==> src/rtl/core/rfbd_pkg.sv <==
package rfbd_pkg;

  localparam int FieldLimitDefault  = 15;
  localparam int ValueBitsDefault   = 31;
  localparam int PositionBitsDefault = 32;

  localparam int QueueDepth = 4;
  localparam int QueuePtrW  = 2;
  localparam int CharCntW   = 5;
  localparam int LengthW    = 32;

  localparam logic [7:0] ChStar   = 8'h2A;
  localparam logic [7:0] ChDollar = 8'h24;
  localparam logic [7:0] ChPlus   = 8'h2B;
  localparam logic [7:0] ChMinus  = 8'h2D;
  localparam logic [7:0] ChColon  = 8'h3A;
  localparam logic [7:0] ChCr     = 8'h0D;
  localparam logic [7:0] ChLf     = 8'h0A;
  localparam logic [7:0] ChSpace  = 8'h20;
  localparam logic [7:0] ChTab    = 8'h09;
  localparam logic [7:0] ChZero   = 8'h30;
  localparam logic [7:0] ChNine   = 8'h39;

  localparam logic [1:0] KindInline = 2'd0;
  localparam logic [1:0] KindArray  = 2'd1;
  localparam logic [1:0] KindOther  = 2'd2;

  localparam logic [2:0] ErrNone        = 3'd0;
  localparam logic [2:0] ErrCountLong   = 3'd1;
  localparam logic [2:0] ErrCountNotPos = 3'd2;
  localparam logic [2:0] ErrNoDollar    = 3'd3;
  localparam logic [2:0] ErrLenLong     = 3'd4;
  localparam logic [2:0] ErrNegLen      = 3'd5;
  localparam logic [2:0] ErrPayload     = 3'd6;

  typedef enum logic [2:0] {
    PhStart,
    PhLine,
    PhCount,
    PhDollar,
    PhLen,
    PhPayload,
    PhPayCr,
    PhPayLf
  } phase_e;

  typedef enum logic [1:0] {
    NumSkip,
    NumDigits,
    NumStop
  } num_phase_e;

  typedef struct packed {
    logic       is_cr;
    logic       is_lf;
    logic       is_space;
    logic       is_digit;
    logic [3:0] digit;
    logic       is_plus;
    logic       is_minus;
    logic       is_star;
    logic       is_dollar;
    logic       is_type;
  } cls_t;

endpackage

==> src/rtl/core/rfbd_classify.sv <==
module rfbd_classify (
  input  logic          [7:0] data_byte_i,
  output rfbd_pkg::cls_t      cls_o
);
  import rfbd_pkg::*;

  logic [7:0] digit_off;

  assign digit_off = data_byte_i - ChZero;

  always_comb begin
    cls_o.is_cr     = (data_byte_i == ChCr);
    cls_o.is_lf     = (data_byte_i == ChLf);
    cls_o.is_space  = (data_byte_i == ChSpace) || (data_byte_i >= ChTab && data_byte_i <= ChCr);
    cls_o.is_digit  = (data_byte_i >= ChZero) && (data_byte_i <= ChNine);
    cls_o.digit     = digit_off[3:0];
    cls_o.is_plus   = (data_byte_i == ChPlus);
    cls_o.is_minus  = (data_byte_i == ChMinus);
    cls_o.is_star   = (data_byte_i == ChStar);
    cls_o.is_dollar = (data_byte_i == ChDollar);
    cls_o.is_type   = (data_byte_i == ChDollar) || (data_byte_i == ChPlus) ||
                      (data_byte_i == ChMinus) || (data_byte_i == ChColon);
  end

endmodule

==> src/rtl/core/rfbd_queue.sv <==
module rfbd_queue (
  input  logic           clk_i,
  input  logic           rst_ni,
  input  logic           push_i,
  input  rfbd_pkg::cls_t push_data_i,
  output logic           full_o,
  input  logic           pop_i,
  output logic           empty_o,
  output rfbd_pkg::cls_t pop_data_o
);
  import rfbd_pkg::*;

  cls_t                mem_q [QueueDepth];
  logic [QueuePtrW-1:0] wr_ptr_q, wr_ptr_d;
  logic [QueuePtrW-1:0] rd_ptr_q, rd_ptr_d;
  logic [QueuePtrW:0]   count_q, count_d;
  logic                 do_push, do_pop;

  assign full_o     = (count_q == (QueuePtrW+1)'(QueueDepth));
  assign empty_o    = (count_q == '0);
  assign pop_data_o = mem_q[rd_ptr_q];
  assign do_push    = push_i && !full_o;
  assign do_pop     = pop_i && !empty_o;

  always_comb begin
    wr_ptr_d = do_push ? wr_ptr_q + 1'b1 : wr_ptr_q;
    rd_ptr_d = do_pop ? rd_ptr_q + 1'b1 : rd_ptr_q;
    count_d  = count_q;
    if (do_push && !do_pop) begin
      count_d = count_q + 1'b1;
    end else if (do_pop && !do_push) begin
      count_d = count_q - 1'b1;
    end
  end

  always_ff @(posedge clk_i or negedge rst_ni) begin
    if (!rst_ni) begin
      wr_ptr_q <= '0;
      rd_ptr_q <= '0;
      count_q  <= '0;
    end else begin
      wr_ptr_q <= wr_ptr_d;
      rd_ptr_q <= rd_ptr_d;
      count_q  <= count_d;
    end
  end

  always_ff @(posedge clk_i) begin
    if (do_push) begin
      mem_q[wr_ptr_q] <= push_data_i;
    end
  end

endmodule

==> src/rtl/core/rfbd_framer.sv <==
module rfbd_framer #(
  parameter int FIELD_LIMIT   = rfbd_pkg::FieldLimitDefault,
  parameter int VALUE_BITS    = rfbd_pkg::ValueBitsDefault,
  parameter int POSITION_BITS = rfbd_pkg::PositionBitsDefault
) (
  input  logic                            clk_i,
  input  logic                            rst_ni,
  input  logic                            cls_valid_i,
  input  rfbd_pkg::cls_t                  cls_i,
  output logic                            cls_pop_o,
  output logic                            out_valid_o,
  input  logic                            out_stall_i,
  output logic                            frame_done_o,
  output logic [rfbd_pkg::LengthW-1:0]    frame_length_o,
  output logic [1:0]                      frame_kind_o,
  output logic [2:0]                      error_code_o
);
  import rfbd_pkg::*;

  localparam int LenExtW = (POSITION_BITS > LengthW) ? POSITION_BITS : LengthW;
  localparam logic [CharCntW-1:0] Limit = CharCntW'(FIELD_LIMIT);

  phase_e                   phase_q, phase_d;
  logic                     prev_cr_q, prev_cr_d;
  logic [CharCntW-1:0]      chars_q, chars_d;
  num_phase_e               nph_q, nph_d;
  logic                     neg_q, neg_d;
  logic [VALUE_BITS-1:0]    val_q, val_d;
  logic [VALUE_BITS-1:0]    elem_q, elem_d;
  logic [VALUE_BITS-1:0]    pay_q, pay_d;
  logic [POSITION_BITS-1:0] seen_q, seen_d;
  logic [1:0]               kind_q, kind_d;

  logic                     out_valid_q;
  logic                     done_q;
  logic [LengthW-1:0]       length_q;
  logic [1:0]               okind_q;
  logic [2:0]               err_q;

  logic                     take;
  logic                     cr_pending, field_end, long_a, long_b, apply_b, too_long;
  logic [CharCntW-1:0]      chars_a, chars_b;
  num_phase_e               nph_a, nph_f;
  logic                     neg_f;
  logic [VALUE_BITS-1:0]    val_f, val_new;
  logic [VALUE_BITS+3:0]    val_x10;
  logic                     done;
  logic [2:0]               err;
  logic [LenExtW-1:0]       seen_ext;

  assign take      = cls_valid_i && (!out_valid_q || !out_stall_i);
  assign cls_pop_o = take;

  always_comb begin
    val_x10 = ({4'b0, val_q} << 3) + ({4'b0, val_q} << 1) + (VALUE_BITS+4)'(cls_i.digit);
    val_new = (|val_x10[VALUE_BITS+3:VALUE_BITS]) ? '1 : val_x10[VALUE_BITS-1:0];

    cr_pending = prev_cr_q && !cls_i.is_lf;
    field_end  = prev_cr_q && cls_i.is_lf;
    chars_a    = chars_q + CharCntW'(cr_pending);
    nph_a      = (cr_pending && nph_q != NumSkip) ? NumStop : nph_q;
    long_a     = cr_pending && (chars_a > Limit);
    apply_b    = !field_end && !cls_i.is_cr && !long_a;
    chars_b    = chars_a + CharCntW'(apply_b);
    long_b     = apply_b && (chars_b > Limit);
    too_long   = long_a || long_b;

    nph_f = nph_a;
    neg_f = neg_q;
    val_f = val_q;
    if (apply_b && !long_b) begin
      if (nph_a == NumSkip && cls_i.is_space) begin
        nph_f = nph_a;
      end else if (nph_a == NumSkip && (cls_i.is_plus || cls_i.is_minus)) begin
        neg_f = cls_i.is_minus;
        nph_f = NumDigits;
      end else if (nph_a != NumStop && cls_i.is_digit) begin
        val_f = val_new;
        nph_f = NumDigits;
      end else begin
        nph_f = NumStop;
      end
    end
  end

  always_comb begin
    done = 1'b0;
    err  = ErrNone;
    case (phase_q)
      PhLine: begin
        done = prev_cr_q && cls_i.is_lf;
      end
      PhCount: begin
        if (too_long) begin
          err = ErrCountLong;
        end else if (field_end && (neg_q || val_q == '0)) begin
          err = ErrCountNotPos;
        end
      end
      PhDollar: begin
        if (!cls_i.is_dollar) begin
          err = ErrNoDollar;
        end
      end
      PhLen: begin
        if (too_long) begin
          err = ErrLenLong;
        end else if (field_end && neg_q && val_q != '0) begin
          err = ErrNegLen;
        end
      end
      PhPayCr: begin
        if (!cls_i.is_cr) begin
          err = ErrPayload;
        end
      end
      PhPayLf: begin
        if (!cls_i.is_lf) begin
          err = ErrPayload;
        end else begin
          done = (elem_q == VALUE_BITS'(1));
        end
      end
      default: begin
        done = 1'b0;
      end
    endcase
  end

  always_comb begin
    phase_d = phase_q;
    case (phase_q)
      PhStart: begin
        phase_d = cls_i.is_star ? PhCount : PhLine;
      end
      PhLine: begin
        phase_d = PhLine;
      end
      PhCount: begin
        if (field_end) begin
          phase_d = PhDollar;
        end
      end
      PhDollar: begin
        phase_d = PhLen;
      end
      PhLen: begin
        if (field_end) begin
          phase_d = (val_q == '0) ? PhPayCr : PhPayload;
        end
      end
      PhPayload: begin
        if (pay_q == VALUE_BITS'(1)) begin
          phase_d = PhPayCr;
        end
      end
      PhPayCr: begin
        phase_d = PhPayLf;
      end
      PhPayLf: begin
        phase_d = PhDollar;
      end
      default: begin
        phase_d = PhStart;
      end
    endcase
    if (done || err != ErrNone) begin
      phase_d = PhStart;
    end
  end

  always_comb begin
    prev_cr_d = prev_cr_q;
    chars_d   = chars_q;
    nph_d     = nph_q;
    neg_d     = neg_q;
    val_d     = val_q;
    elem_d    = elem_q;
    pay_d     = pay_q;
    kind_d    = kind_q;
    seen_d    = (seen_q != '1) ? seen_q + 1'b1 : seen_q;
    case (phase_q)
      PhStart: begin
        seen_d    = POSITION_BITS'(1);
        prev_cr_d = cls_i.is_cr && !cls_i.is_star;
        chars_d   = '0;
        nph_d     = NumSkip;
        neg_d     = 1'b0;
        val_d     = '0;
        if (cls_i.is_star) begin
          kind_d = KindArray;
        end else begin
          kind_d = cls_i.is_type ? KindOther : KindInline;
        end
      end
      PhLine: begin
        prev_cr_d = cls_i.is_cr;
      end
      PhCount: begin
        prev_cr_d = cls_i.is_cr;
        chars_d   = chars_b;
        nph_d     = nph_f;
        neg_d     = neg_f;
        val_d     = val_f;
        if (field_end) begin
          elem_d = val_q;
        end
      end
      PhDollar: begin
        prev_cr_d = 1'b0;
        chars_d   = '0;
        nph_d     = NumSkip;
        neg_d     = 1'b0;
        val_d     = '0;
      end
      PhLen: begin
        prev_cr_d = cls_i.is_cr;
        chars_d   = chars_b;
        nph_d     = nph_f;
        neg_d     = neg_f;
        val_d     = val_f;
        if (field_end) begin
          pay_d = val_q;
        end
      end
      PhPayload: begin
        pay_d = pay_q - 1'b1;
      end
      PhPayLf: begin
        if (cls_i.is_lf) begin
          elem_d = elem_q - 1'b1;
        end
      end
      default: begin
        pay_d = pay_q;
      end
    endcase
    if (done || err != ErrNone) begin
      prev_cr_d = 1'b0;
    end
  end

  assign seen_ext = LenExtW'(seen_d);

  always_ff @(posedge clk_i or negedge rst_ni) begin
    if (!rst_ni) begin
      phase_q     <= PhStart;
      prev_cr_q   <= 1'b0;
      chars_q     <= '0;
      nph_q       <= NumSkip;
      neg_q       <= 1'b0;
      val_q       <= '0;
      elem_q      <= '0;
      pay_q       <= '0;
      seen_q      <= '0;
      kind_q      <= KindInline;
      out_valid_q <= 1'b0;
    end else begin
      if (take) begin
        phase_q   <= phase_d;
        prev_cr_q <= prev_cr_d;
        chars_q   <= chars_d;
        nph_q     <= nph_d;
        neg_q     <= neg_d;
        val_q     <= val_d;
        elem_q    <= elem_d;
        pay_q     <= pay_d;
        seen_q    <= seen_d;
        kind_q    <= kind_d;
      end
      if (take) begin
        out_valid_q <= 1'b1;
      end else if (!out_stall_i) begin
        out_valid_q <= 1'b0;
      end
    end
  end

  always_ff @(posedge clk_i) begin
    if (take) begin
      done_q   <= done;
      length_q <= done ? seen_ext[LengthW-1:0] : '0;
      okind_q  <= kind_d;
      err_q    <= err;
    end
  end

  assign out_valid_o    = out_valid_q;
  assign frame_done_o   = done_q;
  assign frame_length_o = length_q;
  assign frame_kind_o   = okind_q;
  assign error_code_o   = err_q;

endmodule

==> src/rtl/core/resp_frame_boundary_detector.sv <==
// Channel   Direction  Handshake               Payload
// input     in         in_valid_i/in_stall_o   data_byte_i
// output    out        out_valid_o/out_stall_i frame_done_o, frame_length_o,
//                                              frame_kind_o, error_code_o
//
// One byte is taken per clock while in_stall_o is low, and one result is produced per byte.
// A byte is first written into the queue; the framer then takes it from the queue and registers
// its result in the output register.
// The reset is asynchronous and clears the queue and all frame state; no clearing pass.
// A four-entry queue between the classifier and the framer absorbs output stalls;
// in_stall_o rises only when that queue is full.
module resp_frame_boundary_detector #(
  parameter int FIELD_LIMIT   = rfbd_pkg::FieldLimitDefault,
  parameter int VALUE_BITS    = rfbd_pkg::ValueBitsDefault,
  parameter int POSITION_BITS = rfbd_pkg::PositionBitsDefault
) (
  input  logic                         clk_i,
  input  logic                         rst_ni,
  input  logic                         in_valid_i,
  output logic                         in_stall_o,
  input  logic [7:0]                   data_byte_i,
  output logic                         out_valid_o,
  input  logic                         out_stall_i,
  output logic                         frame_done_o,
  output logic [rfbd_pkg::LengthW-1:0] frame_length_o,
  output logic [1:0]                   frame_kind_o,
  output logic [2:0]                   error_code_o
);
  import rfbd_pkg::*;

  cls_t cls_in;
  cls_t cls_out;
  logic q_full, q_empty, q_pop;

  rfbd_classify u_classify (
    .data_byte_i (data_byte_i),
    .cls_o       (cls_in)
  );

  rfbd_queue u_queue (
    .clk_i       (clk_i),
    .rst_ni      (rst_ni),
    .push_i      (in_valid_i),
    .push_data_i (cls_in),
    .full_o      (q_full),
    .pop_i       (q_pop),
    .empty_o     (q_empty),
    .pop_data_o  (cls_out)
  );

  rfbd_framer #(
    .FIELD_LIMIT   (FIELD_LIMIT),
    .VALUE_BITS    (VALUE_BITS),
    .POSITION_BITS (POSITION_BITS)
  ) u_framer (
    .clk_i          (clk_i),
    .rst_ni         (rst_ni),
    .cls_valid_i    (!q_empty),
    .cls_i          (cls_out),
    .cls_pop_o      (q_pop),
    .out_valid_o    (out_valid_o),
    .out_stall_i    (out_stall_i),
    .frame_done_o   (frame_done_o),
    .frame_length_o (frame_length_o),
    .frame_kind_o   (frame_kind_o),
    .error_code_o   (error_code_o)
  );

  assign in_stall_o = q_full;

endmodule
==> config.mk <==
export PLATFORM = sky130hd
export DESIGN_NAME = resp_frame_boundary_detector
export DESIGN_NICKNAME = d
export VERILOG_FILES = /design/src/rtl/core/rfbd_pkg.sv /design/src/rtl/core/rfbd_classify.sv /design/src/rtl/core/rfbd_queue.sv /design/src/rtl/core/rfbd_framer.sv /design/src/rtl/core/resp_frame_boundary_detector.sv
export SDC_FILE = /design/constraint.sdc
export NUM_CORES = 1
export LEC_CHECK = 0
export BUFFER_PORTS_ARGS = -buffer_cell sky130_fd_sc_hd__clkbuf_2
export CAP_MARGIN = 20
export CORE_ASPECT_RATIO = 1.25
export CORE_MARGIN = 2
export CORE_UTILIZATION = 60
export DETAILED_ROUTE_END_ITERATION = 7
export HOLD_SLACK_MARGIN = 0.12
export PLACE_DENSITY = 0.85
export SETUP_SLACK_MARGIN = 0.4
export SLEW_MARGIN = 20
export SYNTH_ARGS = -nofsm -noshare
export SYNTH_HDL_FRONTEND = slang
export SYNTH_SLANG_ARGS = --single-unit
export TNS_END_PERCENT = 5
==> constraint.sdc <==
create_clock -name clk_i -period 6.4 [get_ports clk_i]
set_input_delay 1.92 -clock clk_i [delete_from_list [all_inputs] [get_ports clk_i]]
set_output_delay 1.92 -clock clk_i [all_outputs]
set_load 0.01 [all_outputs]
==> results of run 1 <==
worst max-delay path, delay by kind of cell (launching register included):
family | cells | cell delay [ns]
AO/OA/AOI/OAI | 2 | 0.34
XOR/XNOR | 1 | 0.18
adder cells (fa/ha/maj) | 4 | 1.13
buffers and inverters | 1 | 0.27
flip-flops | 1 | 0.37
multiplexers | 2 | 0.81
AND/OR/NAND/NOR | 10 | 2.40
cell families (layout without fill, tap and decap cells):
logic type                 Yosys count  in the layout  share of synthesized area
adders and majority gates           78             78                     0.0700
buffers and inverters              113            134                     0.0320
muxes                               19             19                     0.0251
DFF                                237            237                      0.447
and+or+nand+nor                    548            548                      0.187
AOI/OAI and AO/OA                  469            469                      0.200
xor gates and xnor gates            64             64                     0.0393
flip-flops by register name, indices dropped and copies added (netlist names):
register / count
u_framer.val_q: 31
u_framer.seen_q: 32
u_framer.prev_cr_q: 1
u_framer.neg_q: 1
u_framer.frame_kind_o: 2
u_framer.nph_q: 2
u_framer.frame_done_o: 1
u_queue.wr_ptr_q: 2
u_framer.error_code_o: 3
u_framer.phase_q: 3
u_framer.chars_q: 5
u_queue.rd_ptr_q: 2
u_framer.frame_length_o: 32
u_queue.mem_q: 52
u_queue.count_q: 3
u_framer.out_valid_o: 1
u_framer.pay_q: 31
u_framer.elem_q: 31
u_framer.kind_q: 2
synth_stat cells, types with 23 or more instances:
master    number  area share
xnor2_1       35       0.021
o21ai_1       67       0.024
nor2_1       142       0.037
o21ai_0      108       0.038
nand3_1       50       0.018
inv_1         23      0.0061
ha_1          75       0.066
edfxtp_1      90        0.19
nor4_1        26       0.011
dfrtp_1      147        0.26
nand2_1      168       0.044
nor3_1        43       0.015
xor2_1        29       0.018
a21oi_1      131       0.046
clkbuf_1      69       0.018
cell usage in the layout (no fill, tap or decap), types with 13 or more instances in the layout:
| master | Yosys | routed |
|---|---|---|
| mux4_2 | 13 | 13 |
| a21o_1 | 16 | 16 |
| nand4_1 | 17 | 17 |
| xnor2_1 | 35 | 35 |
| o21ai_0 | 108 | 108 |
| o21ai_1 | 67 | 64 |
| ha_1 | 75 | 75 |
| nand2_1 | 168 | 167 |
| nor2_1 | 142 | 142 |
| inv_1 | 23 | 22 |
| nor4_1 | 26 | 25 |
| and2_1 | 15 | 15 |
| clkbuf_16 | 0 | 27 |
| clkbuf_2 | 0 | 50 |
| o31ai_1 | 22 | 22 |
| xor2_1 | 29 | 29 |
| nand2b_1 | 14 | 14 |
| a21oi_1 | 131 | 131 |
| nor3_1 | 43 | 41 |
| a22oi_1 | 15 | 15 |
| a31oi_1 | 15 | 15 |
| edfxtp_1 | 90 | 90 |
| buf_4 | 1 | 14 |
| dfrtp_1 | 147 | 147 |
| a221o_1 | 21 | 21 |
| and3_1 | 21 | 21 |
| nand3_1 | 50 | 49 |
power groups by stage:
stage / Sequential (W) / Clock, W / Combinational, W
2_1_floorplan: 0.00208 / 0 / 0.00129
3_3_place_gp: 0.00213 / 0 / 0.00165
3_5_place_dp: 0.00214 / 0 / 0.00172
4_1_cts: 0.00212 / 0.00161 / 0.00173
5_1_grt: 0.00216 / 0.00166 / 0.00194
6_report: 0.00213 / 0.00160 / 0.00176
layer usage:
metal | vias to the layer above | wire (um)
met2 | 517 | 18000
met5 | - | 0
met3 | 99 | 2610
met1 | 5914 | 14300
li1 | 5687 | -
met4 | 0 | 1480
cell type report:
type,instances,area share
Multi-Input combinational cell,1178,0.479
Sequential cell,237,0.410
Clock buffer,34,0.0462
Timing Repair Buffer,65,0.0237
Tap cell,292,0.0235
Clock inverter,10,0.0118
Inverter,25,0.00602
through the flow:
| step | power, W | util | cell area (um2) |
|---|---|---|---|
| floorplan | 0.00336 | - | 14300 |
| global placement | 0.00378 | 0.622 | 14700 |
| detailed placement | 0.00386 | 0.622 | 14700 |
| CTS | 0.00547 | 0.660 | 15600 |
| global route | 0.00577 | 0.661 | 15600 |
| finish | 0.00548 | 0.661 | 15600 |
how the worst max path moves through the flow:
stage / to / slack, ns
final: u_framer.val_q[5] / 0.83
after global routing: u_framer.val_q[0] / 0.44
after CTS: u_framer.val_q[5] / 0.86
after detailed placement: u_framer.val_q[5] / 0.88
after global placement: u_framer.val_q[0] / 1.12
after floorplan: u_framer.val_q[14] / 1.38
==> flow_summary.yaml, run 1 <==
drt:
  dr.pass1.iters: 5
  routedWlPerCell_um: 19.8
  ant_nets: 0
  vias_per_cell: 6.64
  dr_total_vias: 12217
  drc: 0
  routed_wl_um: 36400
  drtIter0Drc: 1179
sta:
  maxSlewViolCount: 0
  fmax_mhz: 179
  slew_headroom: 0.291
  min_period_ns: 5.57
  final.setup.worst_slack_ns: 0.826
  finalSetupTns_ns: 0
  rsz0062_at_grt: "false"
  setup_viol_count_final: 0
  min_period_over_period: 0.871
  worst_slew_pin_slew_ns: 1.06
  holdWs_ns: 0.486
  finalHoldViolCount: 0
  finClkSkew_ns: 0.00900
worst_setup_path:
  cp_slowest_cell: "mux4_2"
  required_ns: 6.85
  worstSetupPathType: "reg -> reg"
  arrival_ns: 6.03
  r2r-start: "u_queue.rd_ptr_q[0]"
  reg2regPathDepth: 20
  r2r_end: "u_framer.val_q[5]"
  r2r_setup_slack_ns: 0.83
  critPathCaptureType: "flip-flop"
  startpoint: "u_queue.rd_ptr_q[0]"
  crit_chain: "mux4_2, nor2b_2, ha_1, ha_1, nand3_1, xnor2_1, o21a_1, nor2_1, ha_1, ha_1, nand2_1, or4_1, mux2i_1, nor3_4, nand2_2, nor3b_2, and3_1, buf_4, and2_4, a221o_1"
  slowest_delay_ns: 0.62
  start_kind: "flip-flop"
  critPathMaxFanout: 26
  crit_path_frequent_cell: "ha_1"
clock_network:
  cts_resized: 0
  clockRootBuffer: "clkbuf_16"
  clock-sinks: 237
  htreeDepth: 1
  numCtsBuffers: 24
  clkLatencyLatePin_ns: 0.53
  holdBufCountCts: 0
  postCtsSetupRepairBufs: 0
  cts.clk_slew.worst_paths_ns: 0.06
  cts_buffer_depth: 3
  cts_tree: "done"
floorplan:
  initial_core_util: 0.605
  core_um2: 23600
  ios: 52
  rows: 63
  dieArea_um2: 25000
  dieHeight_um: 176
  die_w_um: 142
final_layout:
  drive_gt1_frac: 0.0988
  antenna_cells: 0
  regArea_um2: 6380
  areaGrowthSynthToFinish_pct: 9.26
  nets: 1621
  multiInputGateArea_um2: 7470
  num-fill-cells: 1750
  layout.cells.non_filler: 1841
grt:
  grt_use_met1: 0.376
  grt_overflow: 0
  top_usage_layer: "met2"
  antenna_found_initial: 0
  grt_max_degree: 111
  gr-usage-met3: 0.0385
  grt_pass1_vias: 11653
  use_met2: 0.497
  grt_pass1_wl_um: 59200
  grt.total_usage: 0.292
worst_hold_path:
  hp-class: "reg -> reg"
  hold_path_depth: 2
  min_to: "u_framer.pay_q[16]"
  hp-start: "u_framer.pay_q[16]"
synth:
  ys_types: 82
  synthArstFlopShare: 0.620
  synth_edf_count: 90
  synth.yosys.seq_area_share: 0.447
  syn-num-nets: 1618
  syn_area_um2: 14300
  postSynthCellCount: 1528
  ys.warnings.count: 0
  yosys_register_bits: 237
  synth.avg_cell_area_um2: 9.33
  synth_ff_type: "dfrtp_1"
place:
  pre_cts_ws_ns: 0.882
  port_buffers: 51
  gp_congestion: 0.983
  dp.cells: 1797
  dp_hpwl_um: 24400
pwr:
  switching_share: 0.369
  p_comb_frac: 0.320
  p_switching_w: 0.00202
  power_frac_clock: 0.291
  p_int_w: 0.00346
  power_density_nw_per_um2: 352
  p_leak_nw: 6.58
  peakVddDrop_v: 0.000371
  power_frac_seq: 0.388
run_status:
  outcome: "complete, no violations"
job:
  max_cap_viol_count: 0
Note: power is estimated with default switching activity, not from simulation.
==> run 2, diff against run 1 <==
--- a/config.mk
+++ b/config.mk
@@ -5,14 +5,15 @@
 export SDC_FILE = /design/constraint.sdc
 export NUM_CORES = 1
 export LEC_CHECK = 0
+export ABC_AREA = 1
 export BUFFER_PORTS_ARGS = -buffer_cell sky130_fd_sc_hd__clkbuf_2
 export CAP_MARGIN = 20
-export CORE_ASPECT_RATIO = 1.25
+export CORE_ASPECT_RATIO = 1.1
 export CORE_MARGIN = 2
 export CORE_UTILIZATION = 60
 export DETAILED_ROUTE_END_ITERATION = 7
 export HOLD_SLACK_MARGIN = 0.12
-export PLACE_DENSITY = 0.85
+export PLACE_DENSITY = 0.84
 export SETUP_SLACK_MARGIN = 0.4
 export SLEW_MARGIN = 20
 export SYNTH_ARGS = -nofsm -noshare
==> run 2 against run 1 <==
  * Clock-buffer cell count fell by 2
  * Non-clock buffer count fell by 3
  * Register-to-register slack improved by 1.0 ns
  * Routed wire length grew 14%
  * Final cell count increased by 34%
  * Critical path depth increased by 7
  * Final area is 8.3% higher
  * Power grew 12%
  * Synthesized area rose by 8.9%
  * Via count is 16% higher
  * Hold slack better by 0.032 ns
  * First-iteration DRC count increased by 12%
==> flow_summary.yaml, run 2 <==
worst_setup_path:
  startpoint: "u_queue.rd_ptr_q[0]"
  worstSetupPathType: "reg -> reg"
  r2r-start: "u_queue.rd_ptr_q[0]"
  critPathMaxFanout: 31
  arrival_ns: 4.95
  critPathCaptureType: "flip-flop"
  start_kind: "flip-flop"
  r2r_setup_slack_ns: 1.87
  required_ns: 6.82
sta:
  worst_slew_pin_slew_ns: 1.05
  fmax_mhz: 221
  finalHoldViolCount: 0
  finalSetupTns_ns: 0
  min_period_over_period: 0.708
  slew_headroom: 0.296
  maxSlewViolCount: 0
  min_period_ns: 4.53
  setup_viol_count_final: 0
  holdWs_ns: 0.518
  finClkSkew_ns: 0.0264
  rsz0062_at_grt: "false"
floorplan:
  ios: 52
  dieHeight_um: 173
  initial_core_util: 0.613
  rows: 61
  core_um2: 25300
  die_w_um: 157
  dieArea_um2: 27200
synth:
  postSynthCellCount: 2077
  syn-num-nets: 2167
  syn_area_um2: 15500
  ys.warnings.count: 0
  yosys-top-cells-area: "dfrtp_1 24%, edfxtp_1 17%, nand2_1 13%"
  synth_top_area_frac: 0.237
  synth_common_cells: "540 x nand2_1, 249 x inv_1, 245 x nor2_1"
  yosysTopAreaCell: "dfrtp_1"
  ys_types: 62
  synthArstFlopShare: 0.620
  yosysMostFrequentCell: "nand2_1"
  yosys_register_bits: 237
  synth_edf_count: 90
  synth.yosys.seq_area_share: 0.411
  synth_ff_type: "dfrtp_1"
  synth.avg_cell_area_um2: 7.48
clock_network:
  postCtsSetupRepairBufs: 0
  clockRootBuffer: "clkbuf_16"
  clkLatencyLatePin_ns: 0.55
  htreeDepth: 1
  numCtsBuffers: 26
  cts_tree: "done"
  cts_resized: 0
  cts.clk_slew.worst_paths_ns: 0.06
  cts_buffer_depth: 3
  holdBufCountCts: 0
  clock-sinks: 237
pwr:
  peakVddDrop_v: 0.000277
  power_density_nw_per_um2: 363
  p_leak_nw: 8.18
final_layout:
  antenna_cells: 0
  final_cell_mix: "540 x nand2_1, 248 x inv_1, 242 x nor2_1"
  multiInputGateArea_um2: 7860
  final_common_cell: "nand2_1"
  nets: 2198
  drive_gt1_frac: 0.0761
  regArea_um2: 6380
  layout.cells.non_filler: 2474
  areaGrowthSynthToFinish_pct: 8.63
  num-fill-cells: 2170
  largest_reg_flops: 52
  largest-register: "u_queue.mem_q"
drt:
  dr_total_vias: 14186
  routed_wl_um: 41400
  routedWlPerCell_um: 16.7
  drtIter0Drc: 1318
  drc: 0
  ant_nets: 0
  dr.pass1.iters: 6
  vias_per_cell: 5.73
worst_hold_path:
  hp-start: "u_framer.chars_q[0]"
  hp-class: "reg -> reg"
grt:
  grt_pass1_vias: 13226
  grt_overflow: 0
  grt.total_usage: 0.305
  grt_pass1_wl_um: 67200
  antenna_found_initial: 0
  grt_max_degree: 70
place:
  dp.cells: 2426
  gp_congestion: 0.933
  dp_hpwl_um: 30400
  port_buffers: 51
job:
  max_cap_viol_count: 0
run_status:
  outcome: "complete, no violations"
[run 2: cell types whose count changed in the layout (fill, tap and decap cells not counted), sizes merged, moves of 21 or more]
cell / before / now
nand2: 171 / 551
inv: 26 / 267
nor2: 142 / 255
nand3: 50 / 108
a21oi: 131 / 78
o21ai: 176 / 199
nor4: 30 / 8
a221o: 21 / 0
[run 2: area by class of cell]
class                   instances  area share
flip-flops and latches        237       0.378
multi-input cells            1514       0.466
well taps                     346      0.0257
clock inverters                16      0.0105
repair buffers                 62      0.0204
clock buffers                  32      0.0399
inverters                     267      0.0596
[run 2: logic make-up (layout without fill, tap and decap cells)]
family / count (synthesis) / after routing / share of synthesized area
mux: 4 / 4 / 0.00266
simple gates: 1023 / 1023 / 0.277
xor+xnor: 72 / 72 / 0.0406
flops: 237 / 237 / 0.411
buf+inv: 326 / 377 / 0.0849
compound gates: 337 / 337 / 0.120
fa+ha+maj: 78 / 78 / 0.0643
[run 2: routing by layer]
metal,track usage,vias to the layer above,share of wire
li1,-,6888,-
met1,0.439,6613,0.43
met2,0.482,600,0.46
met3,0.0486,85,0.082
met4,0.0811,0,0.026
met5,0,-,0
[run 2: worst paths after layout]
path	endpoint	depth (start not counted)
min in group asynchronous	u_framer.elem_q[14]	1
worst max register to register	u_framer.val_q[29]	27
worst max-delay path	u_framer.val_q[29]	27
worst min-delay path	u_framer.chars_q[0]	1
max in group asynchronous	u_framer.val_q[28]	2
worst min register to register	u_framer.chars_q[0]	1
[run 2: worst max-delay path, cell delays in order, from the launching register on]
cell	delay [ns]
dfrtp_1	0.91
inv_4	0.27
nand2_2	0.12
nand3_2	0.08
nand2_2	0.17
nand2_2	0.11
inv_1	0.07
ha_1	0.19
ha_1	0.24
nand3_1	0.10
nand2_1	0.07
nand2_1	0.09
nor2_2	0.19
nor2_4	0.05
ha_1	0.22
ha_1	0.21
inv_1	0.09
nor2_2	0.06
nand2_1	0.07
nand2_1	0.05
nand2_1	0.07
inv_1	0.06
nand2_2	0.09
o21ai_2	0.07
nand4_1	0.10
clkinv_2	0.36
nand2_1	0.21
nand2_1	0.07
[run 2: metrics by stage]
step,power (W),worst slack (ns),cell area (um2),utilization
after floorplan,0.00396,2.43,15500,-
after global placement,0.00449,1.95,16000,0.631
after detailed placement,0.00460,1.84,16000,0.632
after CTS,0.00611,1.83,16900,0.666
after global routing,0.00653,1.52,16900,0.666
final,0.00612,1.87,16900,0.666
[run 2: power breakdown]
group | switching [W] | internal [W]
clock | 0.000631 | 0.000874
combinational | 0.00159 | 0.000719
sequential | 0.000322 | 0.00199
